## src/rtl/pdrs_pkg.sv

```systemverilog
// Shared types and constants for the PWM divider and resolution solver.
package pdrs_pkg;

  localparam int unsigned TARGET_W   = 32;
  localparam int unsigned DUTY_W     = 32;
  localparam int unsigned CRYSTAL_W  = 31;
  localparam int unsigned STATUS_W   = 2;
  localparam int unsigned DIVIDER_W  = 18;
  localparam int unsigned BITS_W     = 4;
  localparam int unsigned COUNT_W    = 15;
  // duty is at most one (65536) once checked, so 17 bits hold it
  localparam int unsigned DUTY_CHK_W = 17;
  localparam int unsigned DUTY_SHIFT = 16;

  localparam logic [CRYSTAL_W-1:0]  CRYSTAL_RESET = 31'd40000000;
  localparam logic [DUTY_W-1:0]     DUTY_ONE      = 32'd65536;
  localparam logic [DIVIDER_W:0]    DIVIDER_MIN   = 19'd256;
  localparam logic [DIVIDER_W:0]    DIVIDER_MAX   = 19'h3ffff;

  localparam logic [STATUS_W-1:0] ST_OK        = 2'd0;
  localparam logic [STATUS_W-1:0] ST_INVALID   = 2'd1;
  localparam logic [STATUS_W-1:0] ST_NO_FIT    = 2'd2;
  localparam logic [STATUS_W-1:0] ST_NOT_READY = 2'd3;

  localparam logic REG_CRYSTAL = 1'b0;
  localparam logic REG_READY   = 1'b1;

  // divider status seen by the sequencer
  typedef struct packed {
    logic busy;
    logic done;
  } div_stat_t;

endpackage

```

## src/rtl/pwm_divider_resolution_solver_core.sv

```systemverilog
// Top level of the PWM clock divider and duty resolution solver.
//
// Each request transfer carries a target frequency and a 16.16 duty
// fraction. Requests with zero frequency, duty above one or a zero crystal
// setting are answered at once with invalid-argument status. Otherwise the
// sequencer walks the counter resolution down from MAX_RESOLUTION to 1 and,
// for each, runs one rounded division crystal*2^FRACTION_BITS / (freq << res)
// on a single shared restoring divider that yields one quotient bit a cycle.
// The first divider that lands in 256..262143 wins; the duty count is then
// rounded at that resolution. Status precedence: invalid, no fit, not ready.
// Rate: one request at a time. Each request runs one division per
// resolution tried (1..MAX_RESOLUTION), on a dividend DVD_W bits wide
// (46 with default parameters). The result sits in an output register,
// so a new request is taken while the previous result still waits.
// Configuration writes (crystal_hz index 0, channel_ready index 1) must only
// be made while no request is in progress.
module pwm_divider_resolution_solver_core #(
  parameter int unsigned FRACTION_BITS  = 8,
  parameter int unsigned MAX_RESOLUTION = 14
) (
  input  logic        clk,
  input  logic        rst,
  // request: [31:0] target_hz, [63:32] duty_fraction
  input  logic        s_tvalid,
  output logic        s_tready,
  input  logic [63:0] s_tdata,
  // result: [1:0] status, [19:2] clock_divider, [23:20] duty_bits,
  // [38:24] duty_count, [39] zero
  output logic        m_tvalid,
  input  logic        m_tready,
  output logic [39:0] m_tdata,
  // configuration write port
  input  logic        cfg_wr_en,
  input  logic        cfg_index,
  input  logic [30:0] cfg_wdata
);

  localparam int unsigned NUM_W   = pdrs_pkg::CRYSTAL_W + FRACTION_BITS;
  localparam int unsigned DEN_W   = pdrs_pkg::TARGET_W + MAX_RESOLUTION;
  localparam int unsigned DVD_W   = ((NUM_W > DEN_W - 1) ? NUM_W : DEN_W - 1) + 1;
  localparam int unsigned RES_W   = $clog2(MAX_RESOLUTION + 1);
  localparam int unsigned DMUL_W  = pdrs_pkg::DUTY_CHK_W + MAX_RESOLUTION + 1;

  typedef enum logic [3:0] {
    S_IDLE   = 4'b0001,
    S_START  = 4'b0010,
    S_WAIT   = 4'b0100,
    S_FINISH = 4'b1000
  } state_t;

  state_t state;

  // configuration registers
  logic [pdrs_pkg::CRYSTAL_W-1:0] crystal_hz;
  logic                           channel_ready;

  // request under work
  logic [pdrs_pkg::TARGET_W-1:0]   freq;
  logic [pdrs_pkg::DUTY_CHK_W-1:0] duty;
  logic [RES_W-1:0]                res;

  // pending result
  logic [pdrs_pkg::STATUS_W-1:0]  rs_status;
  logic [pdrs_pkg::DIVIDER_W-1:0] rs_divider;
  logic [pdrs_pkg::BITS_W-1:0]    rs_bits;
  logic [pdrs_pkg::COUNT_W-1:0]   rs_count;

  // output register
  logic [pdrs_pkg::STATUS_W-1:0]  o_status;
  logic [pdrs_pkg::DIVIDER_W-1:0] o_divider;
  logic [pdrs_pkg::BITS_W-1:0]    o_bits;
  logic [pdrs_pkg::COUNT_W-1:0]   o_count;

  logic                 in_xfer;
  logic                 req_invalid;
  logic [DEN_W-1:0]     denom;
  logic [DVD_W-1:0]     dividend;
  logic [DVD_W-1:0]     quotient;
  logic                 fits;
  logic [DMUL_W-1:0]    duty_scaled;
  logic                 out_free;
  pdrs_pkg::div_stat_t  div_stat;

  assign s_tready = (state == S_IDLE);
  assign in_xfer  = s_tvalid && s_tready;
  assign out_free = !m_tvalid || m_tready;

  assign req_invalid = (s_tdata[31:0] == '0) ||
                       (s_tdata[63:32] > pdrs_pkg::DUTY_ONE) ||
                       (crystal_hz == '0);

  // rounded divider: (numer + denom/2) / denom
  assign denom    = DEN_W'(freq) << res;
  assign dividend = (DVD_W'(crystal_hz) << FRACTION_BITS) + DVD_W'(denom >> 1);

  assign fits = (quotient >= DVD_W'(pdrs_pkg::DIVIDER_MIN)) &&
                (quotient <= DVD_W'(pdrs_pkg::DIVIDER_MAX));

  // duty * 2^res + half, then drop 16 fraction bits
  assign duty_scaled = (DMUL_W'(duty) << res) + DMUL_W'(32768);

  pdrs_div #(
    .DVD_W (DVD_W),
    .DEN_W (DEN_W)
  ) u_div (
    .clk      (clk),
    .rst      (rst),
    .start    (state == S_START),
    .dividend (dividend),
    .divisor  (denom),
    .quotient (quotient),
    .stat     (div_stat)
  );

  always_ff @(posedge clk) begin
    if (rst) begin
      crystal_hz    <= pdrs_pkg::CRYSTAL_RESET;
      channel_ready <= 1'b0;
    end else if (cfg_wr_en) begin
      case (cfg_index)
        pdrs_pkg::REG_CRYSTAL: crystal_hz    <= cfg_wdata;
        pdrs_pkg::REG_READY:   channel_ready <= cfg_wdata[0];
        default: ;
      endcase
    end
  end

  // sequencer
  always_ff @(posedge clk) begin
    if (rst) begin
      state <= S_IDLE;
    end else begin
      case (state)
        S_IDLE: begin
          if (in_xfer) begin
            state <= req_invalid ? S_FINISH : S_START;
          end
        end
        S_START: state <= S_WAIT;
        S_WAIT: begin
          if (div_stat.done) begin
            if (fits || res == RES_W'(1)) begin
              state <= S_FINISH;
            end else begin
              state <= S_START;
            end
          end
        end
        S_FINISH: begin
          if (out_free) begin
            state <= S_IDLE;
          end
        end
        default: state <= S_IDLE;
      endcase
    end
  end

  // request and result registers
  always_ff @(posedge clk) begin
    if (in_xfer) begin
      freq       <= s_tdata[31:0];
      duty       <= s_tdata[32 +: pdrs_pkg::DUTY_CHK_W];
      res        <= RES_W'(MAX_RESOLUTION);
      rs_status  <= pdrs_pkg::ST_INVALID;
      rs_divider <= '0;
      rs_bits    <= '0;
      rs_count   <= '0;
    end else if (state == S_WAIT && div_stat.done) begin
      if (fits) begin
        if (channel_ready) begin
          rs_status  <= pdrs_pkg::ST_OK;
          rs_divider <= pdrs_pkg::DIVIDER_W'(quotient);
          rs_bits    <= pdrs_pkg::BITS_W'(res);
          rs_count   <= pdrs_pkg::COUNT_W'(duty_scaled >> pdrs_pkg::DUTY_SHIFT);
        end else begin
          rs_status  <= pdrs_pkg::ST_NOT_READY;
        end
      end else if (res == RES_W'(1)) begin
        rs_status <= pdrs_pkg::ST_NO_FIT;
      end else begin
        res <= res - RES_W'(1);
      end
    end
  end

  // output register
  always_ff @(posedge clk) begin
    if (rst) begin
      m_tvalid <= 1'b0;
    end else if (state == S_FINISH && out_free) begin
      m_tvalid <= 1'b1;
    end else if (m_tready) begin
      m_tvalid <= 1'b0;
    end
  end

  always_ff @(posedge clk) begin
    if (state == S_FINISH && out_free) begin
      o_status  <= rs_status;
      o_divider <= rs_divider;
      o_bits    <= rs_bits;
      o_count   <= rs_count;
    end
  end

  assign m_tdata = {1'b0, o_count, o_bits, o_divider, o_status};

endmodule

```

## src/rtl/pdrs_div.sv

```systemverilog
// Radix-2 restoring divider, one quotient bit per cycle.
module pdrs_div #(
  parameter int unsigned DVD_W = 46,
  parameter int unsigned DEN_W = 46
) (
  input  logic                 clk,
  input  logic                 rst,
  input  logic                 start,
  input  logic [DVD_W-1:0]     dividend,
  input  logic [DEN_W-1:0]     divisor,
  output logic [DVD_W-1:0]     quotient,
  output pdrs_pkg::div_stat_t  stat
);

  localparam int unsigned CNT_W = $clog2(DVD_W + 1);

  logic [DEN_W-1:0] rem;
  logic [DVD_W-1:0] dq;       // dividend shifts out at the top, quotient in at the bottom
  logic [DEN_W-1:0] den;
  logic [CNT_W-1:0] cnt;
  logic             busy;
  logic             done;

  logic [DEN_W:0] shifted;
  logic [DEN_W:0] diff;
  logic           ge;

  assign shifted = {rem, dq[DVD_W-1]};
  assign diff    = shifted - {1'b0, den};
  assign ge      = shifted >= {1'b0, den};

  always_ff @(posedge clk) begin
    if (rst) begin
      busy <= 1'b0;
      done <= 1'b0;
      cnt  <= '0;
    end else begin
      done <= 1'b0;
      if (start) begin
        busy <= 1'b1;
        cnt  <= CNT_W'(DVD_W);
      end else if (busy) begin
        cnt <= cnt - CNT_W'(1);
        if (cnt == CNT_W'(1)) begin
          busy <= 1'b0;
          done <= 1'b1;
        end
      end
    end
  end

  always_ff @(posedge clk) begin
    if (start) begin
      rem <= '0;
      dq  <= dividend;
      den <= divisor;
    end else if (busy) begin
      rem <= ge ? diff[DEN_W-1:0] : shifted[DEN_W-1:0];
      dq  <= {dq[DVD_W-2:0], ge};
    end
  end

  assign quotient = dq;
  assign stat     = pdrs_pkg::div_stat_t'{busy: busy, done: done};

endmodule
```

## config.mk

```make
export PLATFORM = sky130hd
export DESIGN_NAME = pwm_divider_resolution_solver_core
export DESIGN_NICKNAME = d
export VERILOG_FILES = /design/src/rtl/pdrs_pkg.sv /design/src/rtl/pwm_divider_resolution_solver_core.sv /design/src/rtl/pdrs_div.sv
export SDC_FILE = /design/constraint.sdc
export NUM_CORES = 1
export LEC_CHECK = 0
export BUFFER_PORTS_ARGS = -buffer_cell sky130_fd_sc_hd__buf_2
export CAP_MARGIN = 20
export CORE_MARGIN = 2
export CORE_UTILIZATION = 66
export CTS_CLUSTER_DIAMETER = 120
export DETAILED_ROUTE_END_ITERATION = 6
export PLACE_DENSITY_LB_ADDON = 0.08
export SYNTH_ARGS = -nofsm -noshare
export SYNTH_HDL_FRONTEND = slang
export SYNTH_SLANG_ARGS = --single-unit
```

## constraint.sdc

```tcl
create_clock -name clk -period 11.65 [get_ports clk]
set_clock_uncertainty 0.2 [all_clocks]
set_input_delay 1.165 -clock clk [delete_from_list [all_inputs] [get_ports clk]]
set_output_delay 1.165 -clock clk [all_outputs]
set_load 0.02 [all_outputs]
```

==> impl_metrics.env, run 1 <==
export IMPL_syn_to_final_growth_pct=11.0
export IMPL_fill_cells=2011
export IMPL_hold_class="reg -> reg"
export IMPL_post_route_period_util_pct=49.9
export IMPL_fin_util_pct=73.8
export IMPL_chipHeight_um=171
export IMPL_drt_iter0_markers=1750
export IMPL_leakagePower_nw=8.15
export IMPL_synth_common_cells="nand2_1, edfxtp_1, a21oi_1"
export IMPL_grt_usage_pct=33.4
export IMPL_dr_total_vias=15653
export IMPL_drt_wl_total_um=49400
export IMPL_hold_violations=0
export IMPL_post_cts_resized=0
export IMPL_antenna_found_initial=0
export IMPL_nets=2220
export IMPL_synth_warnings=0
export IMPL_routedWlPerCell_um=20.3
export IMPL_pin_count=143
export IMPL_synth_area_mm2=0.0184
export IMPL_tns_ns=0
export IMPL_multi_input_area_mm2=0.00955
export IMPL_port_buffers=141
export IMPL_max_slew_margin_rel_pct=32.4
export IMPL_drc=0
export IMPL_synth_area_leader_cell="edfxtp_1"
export IMPL_setup_violations=0
export IMPL_slew_violations=0
export IMPL_critPathMaxFanout=50
export IMPL_crit_type="reg -> reg"
export IMPL_first_pass_iters=6
export IMPL_grt_max_degree=74
export IMPL_cts_hold_buffers=0
export IMPL_viasPerCell=6.42
export IMPL_crit_path_start_kind="register"
export IMPL_synthFlopType="edfxtp_1"
export IMPL_vdd_ir_drop_max_v=0.000116
export IMPL_grt_pass1_vias=14014
export IMPL_clockRootBuffer="clkbuf_16"
export IMPL_synth_seq_area_share_pct=44.0
export IMPL_synthDistinctLibCells=79
export IMPL_setup_worst_path_end_class="register"
export IMPL_cts_sinks=314
export IMPL_grt_overflow=0
export IMPL_status="finished, final reports clean"
export IMPL_drive_gt1_share_pct=14.4
export IMPL_path_clk_slew_ns=0.06
export IMPL_synth_top_area_share_pct=29.4
export IMPL_ys_async_sr_fraction_pct=0
export IMPL_htreeDepth=2
export IMPL_diodes=0
export IMPL_die_area_mm2=0.0292
export IMPL_rows=61
export IMPL_hold_slack_ns=0.227
export IMPL_synth_edf_count=180
export IMPL_syn_avg_cell_area_um2=9.40
export IMPL_synth_seq_cells=314
export IMPL_worst_slew_pin_slew_ns=1.01
export IMPL_drv_cap=0
export IMPL_worstPathArrival_ns=5.90
export IMPL_ant_nets=0
export IMPL_dp_hpwl_um=36400
export IMPL_grt_first_pass_wirelength_um=76100
export IMPL_synth_fp_nets=2141
export IMPL_period_minus_slack_ns=5.82
export IMPL_die_x_um=171
export IMPL_netlist_instances=1956
export IMPL_yosys_top_cells_area="edfxtp_1, dfxtp_1, nand2_1"
export IMPL_postCtsSetupBuffers=0
export IMPL_required_ns=11.73
export IMPL_start_util_pct=66.5
export IMPL_gp_congestion=1.02
export IMPL_grt_setup_unrepaired="false"
export IMPL_max_freq_mhz=172
export IMPL_core_area_mm2=0.0276
export IMPL_cts_tree="done"
export IMPL_yosysMostFrequentCell="nand2_1"
export IMPL_power_density_mw_per_mm2=139
export IMPL_clockBufferDepth=3
export IMPL_ff_latch_area_mm2=0.00809
export IMPL_numCtsBuffers=34
export IMPL_insertion_delay_ns=0.53
[cell usage in the layout, fill, tap and decap left out, types with 13 or more instances in the layout]
master,count
nand4_1,22
edfxtp_1,180
nor4_1,37
a21o_1,43
nor3_1,41
xnor2_1,48
buf_4,14
dfxtp_1,129
o21bai_1,13
nor2_1,104
and3_1,20
nor2b_1,13
and2_1,15
nand2_1,300
clkbuf_16,34
buf_2,141
o21a_1,21
a31oi_1,34
a21oi_1,175
mux2i_1,38
o31ai_1,14
mux2_2,17
ha_1,82
nand3_1,43
a211oi_1,26
inv_1,75
mux4_2,32
xor2_1,32
o21ai_0,121
[registers in the layout (all words and copies together) (netlist names), 4 cells and up]
register / flops
u_div.den: 46
u_div.cnt: 6
o_bits: 4
crystal_hz: 31
u_div.rem: 46
rs_divider: 18
o_count: 15
rs_bits: 4
rs_count: 15
freq: 32
u_div.quotient: 46
o_divider: 18
res: 4
duty: 17
state: 4
[cell families after synthesis]
logic type	synth area share, %
flip-flops	44.0
XOR/XNOR	3.81
buffers and inverters	4.15
adder cells (fa/ha/maj)	5.80
AO/OA/AOI/OAI	18.7
AND/OR/NAND/NOR	16.4
multiplexers	7.11
other	0.0204
[critical path: stages (launching register included)]
cell and delay (ns):
dfxtp_2 0.98, inv_2 0.56, mux2i_1 0.39, o22ai_1 0.19, ha_1 0.30, fa_1 0.42, a21o_1 0.21, a2111oi_0 0.61
o21ai_0 0.34, nand3b_1 0.22, a21oi_1 0.15, o21ai_0 0.26, a211oi_1 0.17, o2111a_1 0.26, a221o_1 0.26
[routing by layer]
metal	part of all wire [%]	wire length (µm)	track usage, %
met4	3.7	1810	11.1
met2	44	21500	50.3
met5	0	0	0
met3	8.2	4050	4.83
met1	45	22000	49.6
[area by class of cell]
class | count | share of cell area [%]
multi-input combinational | 1447 | 46.8
sequential | 314 | 39.7
clock buffer | 44 | 4.60
timing repair buffer | 159 | 4.36
tap | 378 | 2.32
inverter | 79 | 1.45
clock inverter | 17 | 0.748
[worst paths after layout]
path | from | endpoint | slack (ns) | cells after the start
min reg2reg | rs_count[8]$_SDFFE_PP0P_ | o_count[8]$_DFFE_PP_ | 0.23 | 0
max reg2reg | res[2]$_SDFFE_PP1P_ | u_div.quotient[40]$_DFFE_PP_ | 5.83 | 14
max | res[2]$_SDFFE_PP1P_ | u_div.quotient[40]$_DFFE_PP_ | 5.83 | 14
min | rs_count[8]$_SDFFE_PP0P_ | o_count[8]$_DFFE_PP_ | 0.23 | 0
[power by group]
group	total, W	leakage (nW)	internal [W]	switching (W)
registers	0.00126	2.78	0.00121	0.0000418
clock network	0.00105	0.532	0.000581	0.000466
logic	0.000536	4.84	0.000215	0.000321
total	0.00284	8.15	0.00201	0.000829
[metrics by stage]
stage	worst slack (ns)	cell area, µm²	cells	total power (W)
3_5_place_dp	5.98	19200	2373	0.00179
2_1_floorplan	6.31	18400	1956	0.00166
5_1_grt	5.50	20400	2438	0.00294
4_1_cts	5.95	20300	2434	0.00283
3_3_place_gp	6.03	19200	2373	0.00179
6_report	5.83	20400	2438	0.00284
No activity file was read; power rests on OpenSTA's default activity.
==> run 2, diff against run 1 <==
--- a/config.mk
+++ b/config.mk
@@ -8,7 +8,7 @@
 export BUFFER_PORTS_ARGS = -buffer_cell sky130_fd_sc_hd__buf_2
 export CAP_MARGIN = 20
 export CORE_MARGIN = 2
-export CORE_UTILIZATION = 66
+export CORE_UTILIZATION = 61
 export CTS_CLUSTER_DIAMETER = 120
 export DETAILED_ROUTE_END_ITERATION = 6
 export PLACE_DENSITY_LB_ADDON = 0.08
==> constraint.sdc (replaced) <==
create_clock -name clk -period 6.1 [get_ports clk]
set_clock_uncertainty 0.2 [all_clocks]
set_input_delay 0.61 -clock clk [delete_from_list [all_inputs] [get_ports clk]]
set_output_delay 0.61 -clock clk [all_outputs]
set_load 0.02 [all_outputs]
==> run 2 against run 1 <==
Compared with the run above: non-clock buffer count rose by 2; clock-buffer cell count rose by 4; critical path depth rose by 2; largest power group unchanged; fmax rose by 8.3%.
==> impl_metrics.env, run 2 (synthesis results as in run 1) <==
export IMPL_layout_commonest_cell="nand2_1"
export IMPL_slew_violations=0
export IMPL_worstPathArrival_ns=5.42
export IMPL_antenna_found_initial=0
export IMPL_p_switching_w=0.00157
export IMPL_start_util_pct=62.0
export IMPL_port_buffers=141
export IMPL_status="finished, final reports clean"
export IMPL_pwr_share_seq_pct=43.2
export IMPL_hold_class="in -> reg"
export IMPL_hold_slack_ns=0.0827
export IMPL_core_area_mm2=0.0296
export IMPL_dp_hpwl_um=36900
export IMPL_numCtsBuffers=35
export IMPL_die_area_mm2=0.0315
export IMPL_nets=2223
export IMPL_post_route_period_util_pct=88.1
export IMPL_grt_pass1_vias=13992
export IMPL_pwr_share_clk_pct=38.4
export IMPL_max_slew_margin_rel_pct=28.9
export IMPL_crit_path_start_kind="register"
export IMPL_insertion_delay_ns=0.52
export IMPL_fin_util_pct=69.2
export IMPL_final_cell_mix="nand2_1, edfxtp_1, a21oi_1"
export IMPL_first_pass_iters=7
export IMPL_ff_latch_area_mm2=0.00809
export IMPL_path_clk_slew_ns=0.07
export IMPL_grt_overflow=0
export IMPL_grt_setup_unrepaired="false"
export IMPL_vdd_ir_drop_max_v=0.000220
export IMPL_post_cts_resized=0
export IMPL_max_freq_mhz=186
export IMPL_rows=63
export IMPL_required_ns=6.15
export IMPL_worst_slew_pin_slew_ns=1.07
export IMPL_drt_wl_total_um=49800
export IMPL_power_density_mw_per_mm2=271
export IMPL_postCtsSetupBuffers=0
export IMPL_tns_ns=0
export IMPL_grt_first_pass_wirelength_um=77200
export IMPL_crit_type="reg -> reg"
export IMPL_switching_share_pct=28.2
export IMPL_top_regs="u_div.den x46, u_div.quotient x46, u_div.rem x46"
export IMPL_drt_iter0_markers=1682
export IMPL_setup_violations=0
export IMPL_drive_gt1_share_pct=14.7
export IMPL_critPathMaxFanout=34
export IMPL_cts_sinks=314
export IMPL_fill_cells=2355
export IMPL_viasPerCell=6.33
export IMPL_grt_max_degree=74
export IMPL_pin_count=143
export IMPL_clockBufferDepth=3
export IMPL_period_minus_slack_ns=5.37
export IMPL_gp_congestion=1.00
export IMPL_combPwrFrac_pct=18.4
export IMPL_multi_input_area_mm2=0.00955
export IMPL_hold_violations=0
export IMPL_drc=0
export IMPL_setup_worst_path_end_class="register"
export IMPL_clockRootBuffer="clkbuf_16"
export IMPL_htreeDepth=2
export IMPL_die_x_um=178
export IMPL_syn_to_final_growth_pct=11.6
export IMPL_drv_cap=0
export IMPL_dr_total_vias=15539
export IMPL_ant_nets=0
export IMPL_cts_tree="done"
export IMPL_chipHeight_um=178
export IMPL_cts_hold_buffers=0
export IMPL_diodes=0
export IMPL_intPower_w=0.00398
export IMPL_grt_usage_pct=31.2
export IMPL_routedWlPerCell_um=20.3
export IMPL_leakagePower_nw=8.20
-- run 2: cell type report --
class	count	share of cell area, %
Multi-Input combinational cell	1447	46.6
Clock buffer	48	5.08
Inverter	79	1.45
Timing Repair Buffer	161	4.37
Clock inverter	15	0.671
Sequential cell	314	39.5
Tap cell	390	2.38
-- run 2: worst paths after layout --
check,slack (ns),endpoint,cells past startpoint,from
worst max-delay path,0.73,u_div.quotient[43]$_DFFE_PP_,16,res[1]$_SDFFE_PP1P_
worst min-delay path,0.08,duty[9]$_DFFE_PP_,1,s_tdata[41]
worst max register to register,0.73,u_div.quotient[43]$_DFFE_PP_,16,res[1]$_SDFFE_PP1P_
worst min register to register,0.23,o_divider[12]$_DFFE_PP_,0,rs_divider[12]$_SDFFE_PP0P_
-- run 2: power by group through the flow --
stage	sequential [W]	combinational, W	clock, W
detailed placement	0.00244	0.000996	0
floorplan	0.00241	0.000751	0
CTS	0.00239	0.00100	0.00215
finish	0.00240	0.00102	0.00213
global route	0.00240	0.00112	0.00224
global placement	0.00243	0.000984	0
-- run 2: metal layers --
| metal | GRT usage, % | vias up | wire length [µm] |
|---|---|---|---|
| met2 | 47.4 | 674 | 22000 |
| met3 | 4.01 | 92 | 3580 |
| met1 | 46.9 | 7381 | 22800 |
| met5 | 0 | - | 0 |
| met4 | 8.67 | 0 | 1480 |
| li1 | - | 7392 | - |
-- run 2: worst max-delay path, stage by stage (launching register included) --
cell and delay (ns):
dfxtp_2 0.83, mux2i_1 0.33, nor2_1 0.07, a31oi_1 0.28, nor2_1 0.07, a21oi_1 0.26
a21oi_1 0.18, ha_1 0.30, or2_2 0.31, o22a_1 0.17, a31o_2 0.27, o31ai_2 0.46
o221ai_1 0.34, a211o_1 0.44, a41oi_1 0.35, xor2_1 0.16, o21ai_0 0.07
-- run 2: per-stage QoR --
step           power, W  setup WS [ns]  instance area, µm²  instances
2_1_floorplan   0.00316          0.756               18400       1956
3_3_place_gp    0.00342          0.929               19300       2389
3_5_place_dp    0.00343          0.864               19300       2389
4_1_cts         0.00555          0.836               20500       2452
5_1_grt         0.00577          0.339               20500       2454
6_report        0.00555          0.727               20500       2454
